`config.mk`:
```
export PLATFORM = sky130hd
export DESIGN_NAME = stroke_segment_interpolator_unit
export DESIGN_NICKNAME = d
export VERILOG_FILES = /design/src/rtl/ssi_pkg.sv /design/src/rtl/ssi_div.sv /design/src/rtl/stroke_segment_interpolator_unit.sv
export SDC_FILE = /design/constraint.sdc
export NUM_CORES = 2
export LEC_CHECK = 0
export BUFFER_PORTS_ARGS = -buffer_cell sky130_fd_sc_hd__buf_2
export CORE_ASPECT_RATIO = 1.5
export CORE_MARGIN = 10
export CORE_UTILIZATION = 40
export DETAILED_ROUTE_END_ITERATION = 8
export PLACE_DENSITY = 0.59
export RECOVER_POWER = 25
export SLEW_MARGIN = 5
export SYNTH_ARGS = -nofsm -noshare
export SYNTH_HDL_FRONTEND = slang
export SYNTH_SLANG_ARGS = --single-unit
```
`constraint.sdc`:
```
create_clock -name clk -period 11.8 [get_ports clk]
set_clock_uncertainty 0.1 [all_clocks]
set_input_delay 1.18 -clock clk [delete_from_list [all_inputs] [get_ports clk]]
set_output_delay 1.18 -clock clk [all_outputs]
set_load 0.01 [all_outputs]
```
`src/rtl/ssi_pkg.sv`:
```
// ----------------------------------------------------------------------------
// Stroke segment interpolator package
// Field widths, fixed point constants, command and register codes, states.
// ----------------------------------------------------------------------------
package ssi_pkg;

  localparam int MAX_STEPS_DEF = 64;

  localparam int POS_W      = 12;
  localparam int PT_W       = 13;
  localparam int PW_W       = 14;
  localparam int CFG_W      = 13;
  localparam int CFG_IDX_W  = 1;
  localparam int CMD_W      = 2;

  localparam int OFFSET     = 10;
  localparam int FRAC       = 8;
  localparam int HALF       = 128;
  localparam int ONE        = 256;

  localparam int MAG_W      = 14;
  localparam int DIVIDEND_W = MAG_W + 1;
  localparam int ITER_W     = $clog2(MAG_W + 1);
  localparam int XQ_W       = PT_W + 1;
  localparam int WQ_W       = PW_W + 2;
  localparam int NUMR_W     = PW_W + 1 - FRAC;

  localparam logic [CMD_W-1:0] CMD_PRESS   = 2'd0;
  localparam logic [CMD_W-1:0] CMD_MOVE    = 2'd1;
  localparam logic [CMD_W-1:0] CMD_RELEASE = 2'd2;

  localparam logic [CFG_IDX_W-1:0] REG_CANVAS_WIDTH  = 1'd0;
  localparam logic [CFG_IDX_W-1:0] REG_CANVAS_HEIGHT = 1'd1;

  localparam logic [CFG_W-1:0] CANVAS_WIDTH_RST  = 13'd640;
  localparam logic [CFG_W-1:0] CANVAS_HEIGHT_RST = 13'd480;

  typedef enum logic [2:0] {
    S_IDLE,
    S_SINGLE,
    S_DIVX,
    S_DIVY,
    S_GEN,
    S_DIVW,
    S_EMIT_RD,
    S_EMIT_PUT
  } state_t;

endpackage

```
`src/rtl/ssi_div.sv`:
```
// ----------------------------------------------------------------------------
// Stroke segment interpolator divider
// Restoring divider, one quotient bit per cycle, floor quotient and remainder.
// ----------------------------------------------------------------------------
module ssi_div #(
  parameter int DW = 7
) (
  input  logic                                  clk,
  input  logic                                  rst,
  input  logic                                  start,
  input  logic signed [ssi_pkg::DIVIDEND_W-1:0] dividend,
  input  logic        [DW-1:0]                  divisor,
  output logic                                  done,
  output logic signed [ssi_pkg::DIVIDEND_W-1:0] quot,
  output logic        [DW-1:0]                  rem
);
  import ssi_pkg::*;

  logic                  busy;
  logic [ITER_W-1:0]     count;
  logic [MAG_W-1:0]      quo;
  logic [DW-1:0]         part;
  logic [DW-1:0]         dvs;
  logic                  neg;
  logic [MAG_W-1:0]      mag;
  logic [DW:0]           shifted;
  logic [DW:0]           diff;
  logic                  ge;
  logic [DIVIDEND_W-1:0] qpos;

  assign mag     = dividend[DIVIDEND_W-1] ? MAG_W'(-dividend) : MAG_W'(dividend);
  assign shifted = {part, quo[MAG_W-1]};
  assign diff    = shifted - {1'b0, dvs};
  assign ge      = shifted >= {1'b0, dvs};
  assign done    = busy && (count == '0);
  assign qpos    = {1'b0, quo};
  assign quot    = neg ? $signed(-qpos - DIVIDEND_W'(part != '0)) : $signed(qpos);
  assign rem     = (neg && (part != '0)) ? dvs - part : part;

  always_ff @(posedge clk) begin
    if (rst) begin
      busy  <= 1'b0;
      count <= '0;
    end else if (start) begin
      busy  <= 1'b1;
      count <= ITER_W'(MAG_W);
    end else if (busy) begin
      if (count != '0) begin
        count <= count - 1'b1;
      end else begin
        busy <= 1'b0;
      end
    end
  end

  always_ff @(posedge clk) begin
    if (start) begin
      quo  <= mag;
      part <= '0;
      dvs  <= divisor;
      neg  <= dividend[DIVIDEND_W-1];
    end else if (busy && (count != '0)) begin
      part <= ge ? diff[DW-1:0] : shifted[DW-1:0];
      quo  <= {quo[MAG_W-2:0], ge};
    end
  end

endmodule

```
`src/rtl/stroke_segment_interpolator_unit.sv`:
```
// ----------------------------------------------------------------------------
// Stroke segment interpolator
// Turns pen events into stroke points, cutting a segment into evenly spaced
// points with ramped widths when the pen width changes by more than one half.
//
//   channel  direction  handshake             payload
//   in       input      in_valid/in_ready     cmd pos_x pos_y pen_width
//   out      output     out_valid/out_ready   point_x point_y point_width
//                                             stroke_start last
//   cfg      input      cfg_en                cfg_index cfg_data
//
// An event with no point leaves the sequencer in S_IDLE; one with a single
// point passes through S_SINGLE, plus any wait for the output slot. A cut
// segment uses the shared divider three times, then walks its num steps in
// S_GEN and emits each stored point through S_EMIT_RD and S_EMIT_PUT.
// The sequencer takes no request until the last point of an event is loaded.
// Reset is synchronous; out_ready low holds a valid output register and the emit, not the walk.
// ----------------------------------------------------------------------------
module stroke_segment_interpolator_unit #(
  parameter int MAX_STEPS = ssi_pkg::MAX_STEPS_DEF
) (
  input  logic                                 clk,
  input  logic                                 rst,
  input  logic                                 in_valid,
  output logic                                 in_ready,
  input  logic        [ssi_pkg::CMD_W-1:0]     cmd,
  input  logic        [ssi_pkg::POS_W-1:0]     pos_x,
  input  logic        [ssi_pkg::POS_W-1:0]     pos_y,
  input  logic        [ssi_pkg::PW_W-1:0]      pen_width,
  output logic                                 out_valid,
  input  logic                                 out_ready,
  output logic signed [ssi_pkg::PT_W-1:0]      point_x,
  output logic signed [ssi_pkg::PT_W-1:0]      point_y,
  output logic        [ssi_pkg::PW_W-1:0]      point_width,
  output logic                                 stroke_start,
  output logic                                 last,
  input  logic                                 cfg_en,
  input  logic        [ssi_pkg::CFG_IDX_W-1:0] cfg_index,
  input  logic        [ssi_pkg::CFG_W-1:0]     cfg_data
);
  import ssi_pkg::*;

  localparam int CW = $clog2(MAX_STEPS + 1);
  localparam int AW = $clog2(MAX_STEPS);

  state_t state, state_next;

  logic [CFG_W-1:0]      canvas_w, canvas_h;
  logic                  pen_down;
  logic [PT_W-1:0]       last_x, last_y;
  logic [PW_W-1:0]       previous_width, current_width;

  logic [PT_W-1:0]       pend_x, pend_y;
  logic [PW_W-1:0]       pend_w;
  logic                  pend_start;

  logic [XQ_W-1:0]       seg_x, seg_y;
  logic [DIVIDEND_W-1:0] seg_dy, seg_d;
  logic [CW-1:0]         num, k, cnt, idx;
  logic [XQ_W-1:0]       ax_q, ay_q, qdx, qdy;
  logic [CW-1:0]         ax_r, ay_r, rdx, rdy;
  logic [WQ_W-1:0]       wq, qdw;
  logic [CW-1:0]         wr, rdw;

  logic [PT_W-1:0]       mem_x [MAX_STEPS];
  logic [PT_W-1:0]       mem_y [MAX_STEPS];
  logic [PT_W-1:0]       rd_x, rd_y;

  logic                  accept, slot_free, in_canvas, same, cut;
  logic                  ev_press_ok, ev_move_ok, ev_first, ev_cut, ev_single;
  logic [PT_W-1:0]       nx, ny;
  logic [XQ_W-1:0]       dx, dy;
  logic [DIVIDEND_W-1:0] dw;
  logic [PW_W-1:0]       ad;
  logic [PW_W:0]         numsum;
  logic [NUMR_W-1:0]     num_raw;
  logic [CW-1:0]         num_c;

  logic [XQ_W-1:0]       gx, gy;
  logic                  mem_we, gen_end, emit_last;
  logic [CW-1:0]         cnt_next;
  logic [CW:0]           sx_r, sy_r, sw_r;
  logic                  cx, cy, cw;
  logic [WQ_W-1:0]       wsum;

  logic                  div_start, div_done;
  logic [DIVIDEND_W-1:0] div_a;
  logic [CW-1:0]         div_b;
  logic signed [DIVIDEND_W-1:0] div_q;
  logic [CW-1:0]         div_r;

  logic                  load_single, load_emit;

  ssi_div #(
    .DW (CW)
  ) u_div (
    .clk      (clk),
    .rst      (rst),
    .start    (div_start),
    .dividend ($signed(div_a)),
    .divisor  (div_b),
    .done     (div_done),
    .quot     (div_q),
    .rem      (div_r)
  );

  // event decode
  assign in_ready  = (state == S_IDLE);
  assign accept    = in_valid && in_ready;
  assign slot_free = !out_valid || out_ready;
  assign in_canvas = ({1'b0, pos_x} < canvas_w) && ({1'b0, pos_y} < canvas_h);
  assign nx        = {1'b0, pos_x} - PT_W'(OFFSET);
  assign ny        = {1'b0, pos_y} - PT_W'(OFFSET);
  assign same      = (nx == last_x) && (ny == last_y);
  assign dx        = {nx[PT_W-1], nx} - {last_x[PT_W-1], last_x};
  assign dy        = {ny[PT_W-1], ny} - {last_y[PT_W-1], last_y};
  assign dw        = {1'b0, pen_width} - {1'b0, current_width};
  assign ad        = dw[DIVIDEND_W-1] ? PW_W'(-dw) : PW_W'(dw);
  assign cut       = ad > PW_W'(HALF);
  assign numsum    = {1'b0, ad} + (PW_W + 1)'(HALF + ONE);
  assign num_raw   = numsum[PW_W:FRAC];
  assign num_c     = (num_raw > NUMR_W'(MAX_STEPS)) ? CW'(MAX_STEPS) : CW'(num_raw);

  assign ev_press_ok = (cmd == CMD_PRESS) && in_canvas && !pen_down;
  assign ev_move_ok  = (cmd == CMD_MOVE) && in_canvas && !same && pen_down;
  assign ev_first    = ev_move_ok && (current_width == '0);
  assign ev_cut      = ev_move_ok && !ev_first && cut;
  assign ev_single   = ev_press_ok || (ev_move_ok && !ev_cut);

  // step walk: floor quotient and remainder, turned into truncation
  assign gx   = ax_q + XQ_W'((ax_r != '0) && ax_q[XQ_W-1]);
  assign gy   = ay_q + XQ_W'((ay_r != '0) && ay_q[XQ_W-1]);
  assign sx_r = {1'b0, ax_r} + {1'b0, rdx};
  assign sy_r = {1'b0, ay_r} + {1'b0, rdy};
  assign cx   = sx_r >= {1'b0, num};
  assign cy   = sy_r >= {1'b0, num};
  assign sw_r = {1'b0, wr} + {1'b0, rdw};
  assign cw   = sw_r >= {1'b0, cnt};
  assign wsum = {2'b0, previous_width} + wq + WQ_W'((wr != '0) && wq[WQ_W-1]);

  assign gen_end   = (k == num);
  assign cnt_next  = cnt + CW'(mem_we);
  assign emit_last = (CW'(idx + 1'b1) == cnt);

  always_comb begin
    state_next = state;
    case (state)
      S_IDLE: begin
        if (accept && ev_cut) begin
          state_next = S_DIVX;
        end else if (accept && ev_single) begin
          state_next = S_SINGLE;
        end
      end
      S_SINGLE: begin
        if (slot_free) state_next = S_IDLE;
      end
      S_DIVX: begin
        if (div_done) state_next = S_DIVY;
      end
      S_DIVY: begin
        if (div_done) state_next = S_GEN;
      end
      S_GEN: begin
        if (gen_end) state_next = S_DIVW;
      end
      S_DIVW: begin
        if (div_done) state_next = S_EMIT_RD;
      end
      S_EMIT_RD: begin
        state_next = S_EMIT_PUT;
      end
      S_EMIT_PUT: begin
        if (slot_free) state_next = emit_last ? S_IDLE : S_EMIT_RD;
      end
      default: begin
        state_next = S_IDLE;
      end
    endcase
  end

  always_comb begin
    div_start   = 1'b0;
    div_a       = {dx[XQ_W-1], dx};
    div_b       = num_c;
    mem_we      = 1'b0;
    load_single = 1'b0;
    load_emit   = 1'b0;
    case (state)
      S_IDLE: begin
        div_start = accept && ev_cut;
      end
      S_SINGLE: begin
        load_single = slot_free;
      end
      S_DIVX: begin
        div_start = div_done;
        div_a     = seg_dy;
        div_b     = num;
      end
      S_GEN: begin
        mem_we    = (gx != seg_x) || (gy != seg_y);
        div_start = gen_end;
        div_a     = seg_d;
        div_b     = cnt_next;
      end
      S_EMIT_PUT: begin
        load_emit = slot_free;
      end
      default: begin
        div_start = 1'b0;
      end
    endcase
  end

  always_ff @(posedge clk) begin
    if (rst) begin
      state          <= S_IDLE;
      canvas_w       <= CANVAS_WIDTH_RST;
      canvas_h       <= CANVAS_HEIGHT_RST;
      pen_down       <= 1'b0;
      last_x         <= '0;
      last_y         <= '0;
      previous_width <= '0;
      current_width  <= '0;
      out_valid      <= 1'b0;
    end else begin
      state <= state_next;
      if (cfg_en) begin
        case (cfg_index)
          REG_CANVAS_WIDTH:  canvas_w <= cfg_data;
          REG_CANVAS_HEIGHT: canvas_h <= cfg_data;
          default: ;
        endcase
      end
      if (accept) begin
        if (ev_press_ok) begin
          pen_down       <= 1'b1;
          previous_width <= '0;
          current_width  <= '0;
        end else if (cmd == CMD_RELEASE) begin
          pen_down <= 1'b0;
        end else if ((cmd == CMD_MOVE) && !in_canvas) begin
          pen_down <= 1'b0;
        end
        if (ev_press_ok || ((cmd == CMD_MOVE) && in_canvas)) begin
          last_x <= nx;
          last_y <= ny;
        end
        if (ev_move_ok) begin
          previous_width <= current_width;
          current_width  <= pen_width;
        end
      end
      if (load_single || load_emit) begin
        out_valid <= 1'b1;
      end else if (out_ready) begin
        out_valid <= 1'b0;
      end
    end
  end

  always_ff @(posedge clk) begin
    if (accept) begin
      pend_x     <= nx;
      pend_y     <= ny;
      pend_w     <= ev_press_ok ? '0 : pen_width;
      pend_start <= ev_press_ok;
      seg_x      <= {last_x[PT_W-1], last_x};
      seg_y      <= {last_y[PT_W-1], last_y};
      seg_dy     <= {dy[XQ_W-1], dy};
      seg_d      <= dw;
      num        <= num_c;
    end
    if ((state == S_DIVX) && div_done) begin
      qdx <= div_q[XQ_W-1:0];
      rdx <= div_r;
    end
    if ((state == S_DIVY) && div_done) begin
      qdy  <= div_q[XQ_W-1:0];
      rdy  <= div_r;
      ax_q <= seg_x + qdx;
      ax_r <= rdx;
      ay_q <= seg_y + div_q[XQ_W-1:0];
      ay_r <= div_r;
      k    <= CW'(1);
      cnt  <= '0;
    end
    if (state == S_GEN) begin
      if (mem_we) begin
        mem_x[cnt[AW-1:0]] <= gx[PT_W-1:0];
        mem_y[cnt[AW-1:0]] <= gy[PT_W-1:0];
        seg_x <= gx;
        seg_y <= gy;
      end
      cnt  <= cnt_next;
      ax_q <= ax_q + qdx + XQ_W'(cx);
      ax_r <= cx ? CW'(sx_r - {1'b0, num}) : CW'(sx_r);
      ay_q <= ay_q + qdy + XQ_W'(cy);
      ay_r <= cy ? CW'(sy_r - {1'b0, num}) : CW'(sy_r);
      k    <= k + 1'b1;
    end
    if ((state == S_DIVW) && div_done) begin
      wq  <= {div_q[DIVIDEND_W-1], div_q};
      qdw <= {div_q[DIVIDEND_W-1], div_q};
      wr  <= div_r;
      rdw <= div_r;
      idx <= '0;
    end
    rd_x <= mem_x[idx[AW-1:0]];
    rd_y <= mem_y[idx[AW-1:0]];
    if (load_emit) begin
      wq  <= wq + qdw + WQ_W'(cw);
      wr  <= cw ? CW'(sw_r - {1'b0, cnt}) : CW'(sw_r);
      idx <= idx + 1'b1;
    end
    if (load_single) begin
      point_x      <= pend_x;
      point_y      <= pend_y;
      point_width  <= pend_w;
      stroke_start <= pend_start;
      last         <= 1'b1;
    end else if (load_emit) begin
      point_x      <= rd_x;
      point_y      <= rd_y;
      point_width  <= wsum[PW_W-1:0];
      stroke_start <= 1'b0;
      last         <= emit_last;
    end
  end

endmodule

```
# Yosys cells after proc, flatten, opt, wreduce, memory -nomap -nowiden
# Memory sizes are Yosys's and may differ from the RTL's. A register that Yosys moved wholly into a read port is not among the register bits.
# Cells that the tools add are included.
[classes]
n_addsub = 34
magnitude_cmp = 8
eq_ne = 22
n_mux = 76
bitwise = 1
n_reduce_logical = 62
[ops]
columns = ["cell", "n"]
rows = [
  ["$mux 14", 19],
  ["$mux 7", 18],
  ["$add 14x1->14", 5],
  ["$add 14x14->14", 5],
  ["$mux 13", 4],
  ["$sub 7x7->7", 5],
  ["$ge 8x7->1", 4],
  ["$mux 16", 2],
  ["$pmux 15 s2", 1],
  ["$ne 14x14->1", 2],
  ["$neg 14->14", 2],
  ["$reduce_bool 7->1", 4],
  ["$sub 13x13->14", 2],
  ["$mux 3", 9],
  ["$eq 13x13->1", 2],
  ["$lt 12x13->1", 2],
  ["$sub 12x4->13 const B", 2],
  ["$add 7x7->8", 3],
  ["$logic_and 1x1->1", 24],
  ["$pmux 3 s8", 1],
  ["$add 16x1->16", 1],
  ["$add 16x16->16", 1],
  ["$mux 1", 16],
  ["$reduce_bool 2->1", 8],
  ["33 further kinds", 61],
]
[totals]
reg_bits = 416
ram_bits = 1664
in_bits = 59
out_inout_bits = 44
wordCells = 250
mem_count = 2
[memory_table]
columns = ["memory", "depth", "word_bits", "rd", "rd_ports_with_merged_regs", "write_ports", "line", "rtl"]
rows = [
  ["mem_x", 64, 13, 1, 1, 1, "stroke_segment_interpolator_unit.sv:65", "logic [PT_W-1:0] mem_x [MAX_STEPS];"],
  ["mem_y", 64, 13, 1, 1, 1, "stroke_segment_interpolator_unit.sv:66", "logic [PT_W-1:0] mem_y [MAX_STEPS];"],
]

# Depth between registers and ports, before layout
[logic_depth]
depth_word = 17
depth_mapped = 28
depth_no_buf = 27

# Hierarchy
# A second synthesis with hierarchy kept.
[unflattened]
hier_cells = 5188
hier_area_um2 = 90520.6
[by_module_without_submodules]
columns = ["mod", "instances", "cells_each", "area_per_inst_um2", "seq_area_each_um2"]
rows = [
  ["stroke_segment_interpolator_unit", 1, 4829, 87471.4, 60818.3],
  ["ssi_div", 1, 359, 3049.2, 900.9],
]

# Worst setup path before layout
# No wires, ideal clock.
[synth_path]
kind = "register to register"
startpoint = "register ax_r[0]"
endpoint = "register ax_q[12], data pin"
setup_ns = 0.270
arrival_time_ns = 5.804
t_required_ns = 11.430
path_slack_ns = 5.626
path_stages_with_launch = 26
path_buffers = 1
period_less_slack_ns = 6.174
cell_sequence = "edfxtp_1 > ha_1 > inv_1 > fa_1 > inv_1 > fa_1 > a21o_1 > a21oi_1 > o21bai_1 > a21oi_1 > o21ai_0 > a2111oi_0 > clkbuf_1 > inv_1 > fa_1 > fa_1 > a21o_1 > a21oi_1 > o21bai_1 > a21oi_1 > nor2b_1 > o21a_1 > o31a_1 > o41ai_1 > xor2_1 > mux2i_1"
[synth_via]
elab_chain_len = 4
[synth_rtl]
columns = ["element", "line", "rtl"]
rows = [
  ["start: declaration", "stroke_segment_interpolator_unit.sv:61", "logic [CW-1:0] ax_r, ay_r, rdx, rdy;"],
  ["start signal: assignment", "stroke_segment_interpolator_unit.sv:283", "ax_r <= rdx;"],
  ["start signal: assignment", "stroke_segment_interpolator_unit.sv:298", "ax_r <= cx ? CW'(sx_r - {1'b0, num}) : CW'(sx_r);"],
  ["$add 7x7->8", "stroke_segment_interpolator_unit.sv:133", "assign sx_r = {1'b0, ax_r} + {1'b0, rdx};"],
  ["$ge 8x7->1", "stroke_segment_interpolator_unit.sv:135", "assign cx = sx_r >= {1'b0, num};"],
  ["$add 14x1->14", "stroke_segment_interpolator_unit.sv:297", "ax_q <= ax_q + qdx + XQ_W'(cx);"],
  ["$mux 14", "stroke_segment_interpolator_unit.sv:289", "if (state == S_GEN) begin"],
  ["end signal: assignment", "stroke_segment_interpolator_unit.sv:282", "ax_q <= seg_x + qdx;"],
  ["end signal: assignment", "stroke_segment_interpolator_unit.sv:297", ""],
  ["end: declaration", "stroke_segment_interpolator_unit.sv:60", "logic [XQ_W-1:0] ax_q, ay_q, qdx, qdy;"],
]
# No other way between the ends.
# A chain may end at the register's enable or synchronous reset.

# Final worst setup path
[layout_path]
startpoint = "register ax_q[13]"
endpoint = "register u_div.dvs[5], data pin"
[layout_via]
elab_chain_len = 7
[layout_rtl]
columns = ["element", "line", "rtl"]
rows = [
  ["$logic_and 1x1->1", "stroke_segment_interpolator_unit.sv:131", "assign gx = ax_q + XQ_W'((ax_r != '0) && ax_q[XQ_W-1]);"],
  ["$add 14x1->14", "stroke_segment_interpolator_unit.sv:131", ""],
  ["via gx[2]", "stroke_segment_interpolator_unit.sv:79", "logic [XQ_W-1:0] gx, gy;"],
  ["$ne 14x14->1", "stroke_segment_interpolator_unit.sv:202", "mem_we = (gx != seg_x) || (gy != seg_y);"],
  ["$logic_or 1x1->1", "stroke_segment_interpolator_unit.sv:202", ""],
  ["$mux 1", "stroke_segment_interpolator_unit.sv:189", "case (state)"],
  ["$add 7x1->7", "stroke_segment_interpolator_unit.sv:142", "assign cnt_next = cnt + CW'(mem_we);"],
  ["$pmux 7 s2", "stroke_segment_interpolator_unit.sv:189", ""],
  ["via div_b[5]", "stroke_segment_interpolator_unit.sv:88", "logic [CW-1:0] div_b;"],
  ["end signal: assignment", "ssi_div.sv:60", "dvs <= divisor;"],
  ["end: declaration", "ssi_div.sv:23", "logic [DW-1:0] dvs;"],
]
# The timed path passes the listed nets, and every way through them passes these cells.

==> out/qor.yml <==
routing:
  totalWireLength_um: 234000
  viasPerCell: 5.55
  first_iter_violations: 4109
  drt_first_pass_iters: 5
  post_drt_wl_per_cell_um: 27.3
  ant_nets: 0
  via_count: 47400
  drc_errors: 0
run_status:
  status: "finished, violations left"
  violations: "max-capacitance violations, max-slew violations"
worst_hold_path:
  hp-class: "register to register"
  hold_depth: 2
global_routing:
  grt_max_degree: 115
  grt_pass1_wl_um: 340000
  grt_pass1_vias: 49200
  gr-total-overflow: 0
  grt_use_total_pct: 18.7
  grt_antenna_before_repair: 16
worst_setup_path:
  slowest_delay_ns: 1.95
  required_ns: 12.31
  worst-setup-path-type: "register to register"
  critPathLaunchType: "register"
  end_kind: "register"
  worstPathMaxFanout: 66
  rr_worst_depth: 19
  crit_chain: "a21boi_0, clkbuf_1, ha_1, ha_1, xor2_4, clkbuf_1, xor2_1, nor4_1, nand3_1, nor4_1, a31oi_4, buf_4, ha_1, nand3_1, nor2_1, xnor2_1, o22ai_1, a31o_2, a31o_2"
  cp.arrival_ns: 8.56
  crit_buf_inv: 3
  cpLargestDelayFamily: "buffers and inverters"
  cp.depth: 19
  slowest_stage: "clkbuf_1"
  crit_top_cell: "ha_1"
place:
  place_area_sq_um: 95200
  place_congestion: 0.906
  dp.cells: 8175
  io_buffers: 102
  pre_cts_ws_ns: 5.30
  hpwl_um: 155000
final_layout:
  area_growth_pct: 12.4
  nets: 5671
  final_util_pct: 45.2
  stdcell_area_sq_um: 101000
  n_fill_cell: 19400
  seqCellArea_sq_um: 61700
  instances_no_fill: 8548
  multiInputGateArea_sq_um: 27400
  drive_gt1_share_pct: 19.8
yosys:
  async_flop_share_pct: 0
  yosysMostFrequentCell: "edfxtp_1"
  ys_warn_count: 0
  synth_cells: 5170
  synth_ff_type: "edfxtp_1"
  syn-cell-area_sq_um: 90200
  synthTopCellsByCount: "edfxtp_1 (1954), mux4_2 (546), nor2_1 (299), inv_1 (233), ha_1 (224)"
  ys_top_cells_by_area: "edfxtp_1 (65%), mux4_2 (14%), dfxtp_1 (3.4%)"
  synth_top_cell_by_area: "edfxtp_1"
  ys_ff_latch: 2106
  syn_avg_cell_area_sq_um: 17.5
  synth_cell_types: 85
  synth_nets: 5474
  synth-seq-area-share_pct: 68.4
  synth_edf_count: 1954
  synth_top_area_share_pct: 65.0
power:
  internal_power_mw: 12.0
  leakage_nw: 32.9
  power.density_nw_per_um2: 153
  p_clk_share_pct: 40.7
  power_frac_seq_pct: 53.5
  power_mw: 15.5
  comb_power_share_pct: 5.9
  peakVddDrop_v: 0.000159
  p_sw_share_pct: 22.8
  p_switching_mw: 3.54
clocking:
  clock_sinks: 2106
  cts_root_buf: "clkbuf_16"
  hold_buffers: 0
  path_clk_slew_ns: 0.06
  cts.htree.levels: 4
  numCtsBuffers: 200
  clock_path_buffers: 3
  clock_latency_ns: 0.87
  cts_resized: 0
  tritoncts: "yes"
  cts_setup_buffers: 0
timing:
  min_period_ns: 8.05
  finalCritPeriodShare_pct: 68.2
  grt_setup_unrepaired: "false"
  slew_violations: 1206
  tns_ns: 0
  setup_viol: 0
  max_slew.worst_pin.slew_ns: 4.87
  holdWs_ns: 0.354
  layout_setup_ws_ns: 3.75
  max-slew-margin-rel_pct: -228
  clock.fmax_mhz: 124
  hold_violations: 0
floorplanning:
  num_rows: 213
  dieArea_sq_um: 245000
  start_util_pct: 40.2
  io_pins: 103
  fp.dieW_um: 408
  dieHeight_um: 602
  coreArea_sq_um: 224000
flow_run:
  cap_violations: 22
-- state kept, by name, summed over array words and instances, names as in the netlist, 14 cells and up --
name and cells:
ax_q 14, mem_x 832, current_width 14, u_div.quo 14, seg_x 14, ay_q 14, qdy 14, seg_y 14
wq 16, mem_y 832, seg_d 15, qdw 15, qdx 14, pend_w 14, seg_dy 14, point_width 14
previous_width 14
-- cells by family (layout without fill, tap and decap cells) --
group	Yosys count	count (layout)	synth area share (%)
muxes	632	632	14.6
adders and majority gates	245	245	3.57
AOI/OAI and AO/OA	649	649	4.66
DFF	2106	2106	68.4
other	0	3	0
and+or+nand+nor	838	838	4.35
xor gates and xnor gates	258	258	2.50
buffers and inverters	442	807	1.87
-- layout make-up --
type,instances,share of cell area (%)
clock inverter,119,1.08
multi-input combinational,2622,27.0
clock buffer,251,5.26
antenna,3,0.00740
inverter,236,0.877
sequential,2106,60.9
timing repair buffer,201,1.17
tap,3010,3.71
-- path summary, 6_finish.rpt --
check,start,to,slack (ns)
worst max-delay path,ax_q[13],u_div.dvs[5],3.75
worst min-delay path,canvas_w[8],canvas_w[8],0.35
worst max register to register,ax_q[13],u_div.dvs[5],3.75
worst min register to register,canvas_w[8],canvas_w[8],0.35
-- power groups by stage --
stage / clock network [mW] / registers [mW] / logic [mW]
after floorplan: 0 / 8.45 / 0.565
after global placement: 0 / 8.47 / 0.909
after detailed placement: 0 / 8.47 / 0.919
after CTS: 6.44 / 8.31 / 0.923
after global routing: 6.74 / 8.32 / 0.984
final: 6.32 / 8.31 / 0.910
-- worst register-to-register path, stage by stage, from the launching register on --
cell and delay, ns:
edfxtp_1 0.64, a21boi_0 0.26, clkbuf_1 0.42, ha_1 0.28, ha_1 0.32, xor2_4 0.16
clkbuf_1 1.95, xor2_1 0.20, nor4_1 0.36, nand3_1 0.12, nor4_1 0.46, a31oi_4 0.39
buf_4 0.57, ha_1 0.29, nand3_1 0.13, nor2_1 0.08, xnor2_1 0.21, o22ai_1 0.22
a31o_2 0.47, a31o_2 0.20
-- per-layer routing --
metal | share of wire (%) | global-route usage [%] | up-vias | wire length (um)
met1 | 37 | 21.4 | 25000 | 86500
met5 | 0 | 0 | - | 0
met2 | 55 | 35.1 | 1182 | 128000
li1 | - | - | 20900 | -
met3 | 4.2 | 2.64 | 340 | 9850
met4 | 4.1 | 7.13 | 0 | 9560
-- placed cells by master (no fill, tap or decap), types with 40 or more instances in the layout --
cell type / count
a21o_1: 55
a21oi_1: 200
buf_2: 54
buf_4: 63
clkbuf_1: 116
clkbuf_16: 202
clkinv_1: 40
clkinv_2: 46
dfxtp_1: 152
edfxtp_1: 1954
ha_1: 224
inv_1: 231
mux2i_1: 51
mux4_2: 546
nand2_1: 210
nand3_1: 48
nor2_1: 233
nor2_4: 64
nor3_1: 57
o21ai_0: 129
xnor2_1: 150
xor2_1: 106
Note: power is estimated with default switching activity, not from simulation.
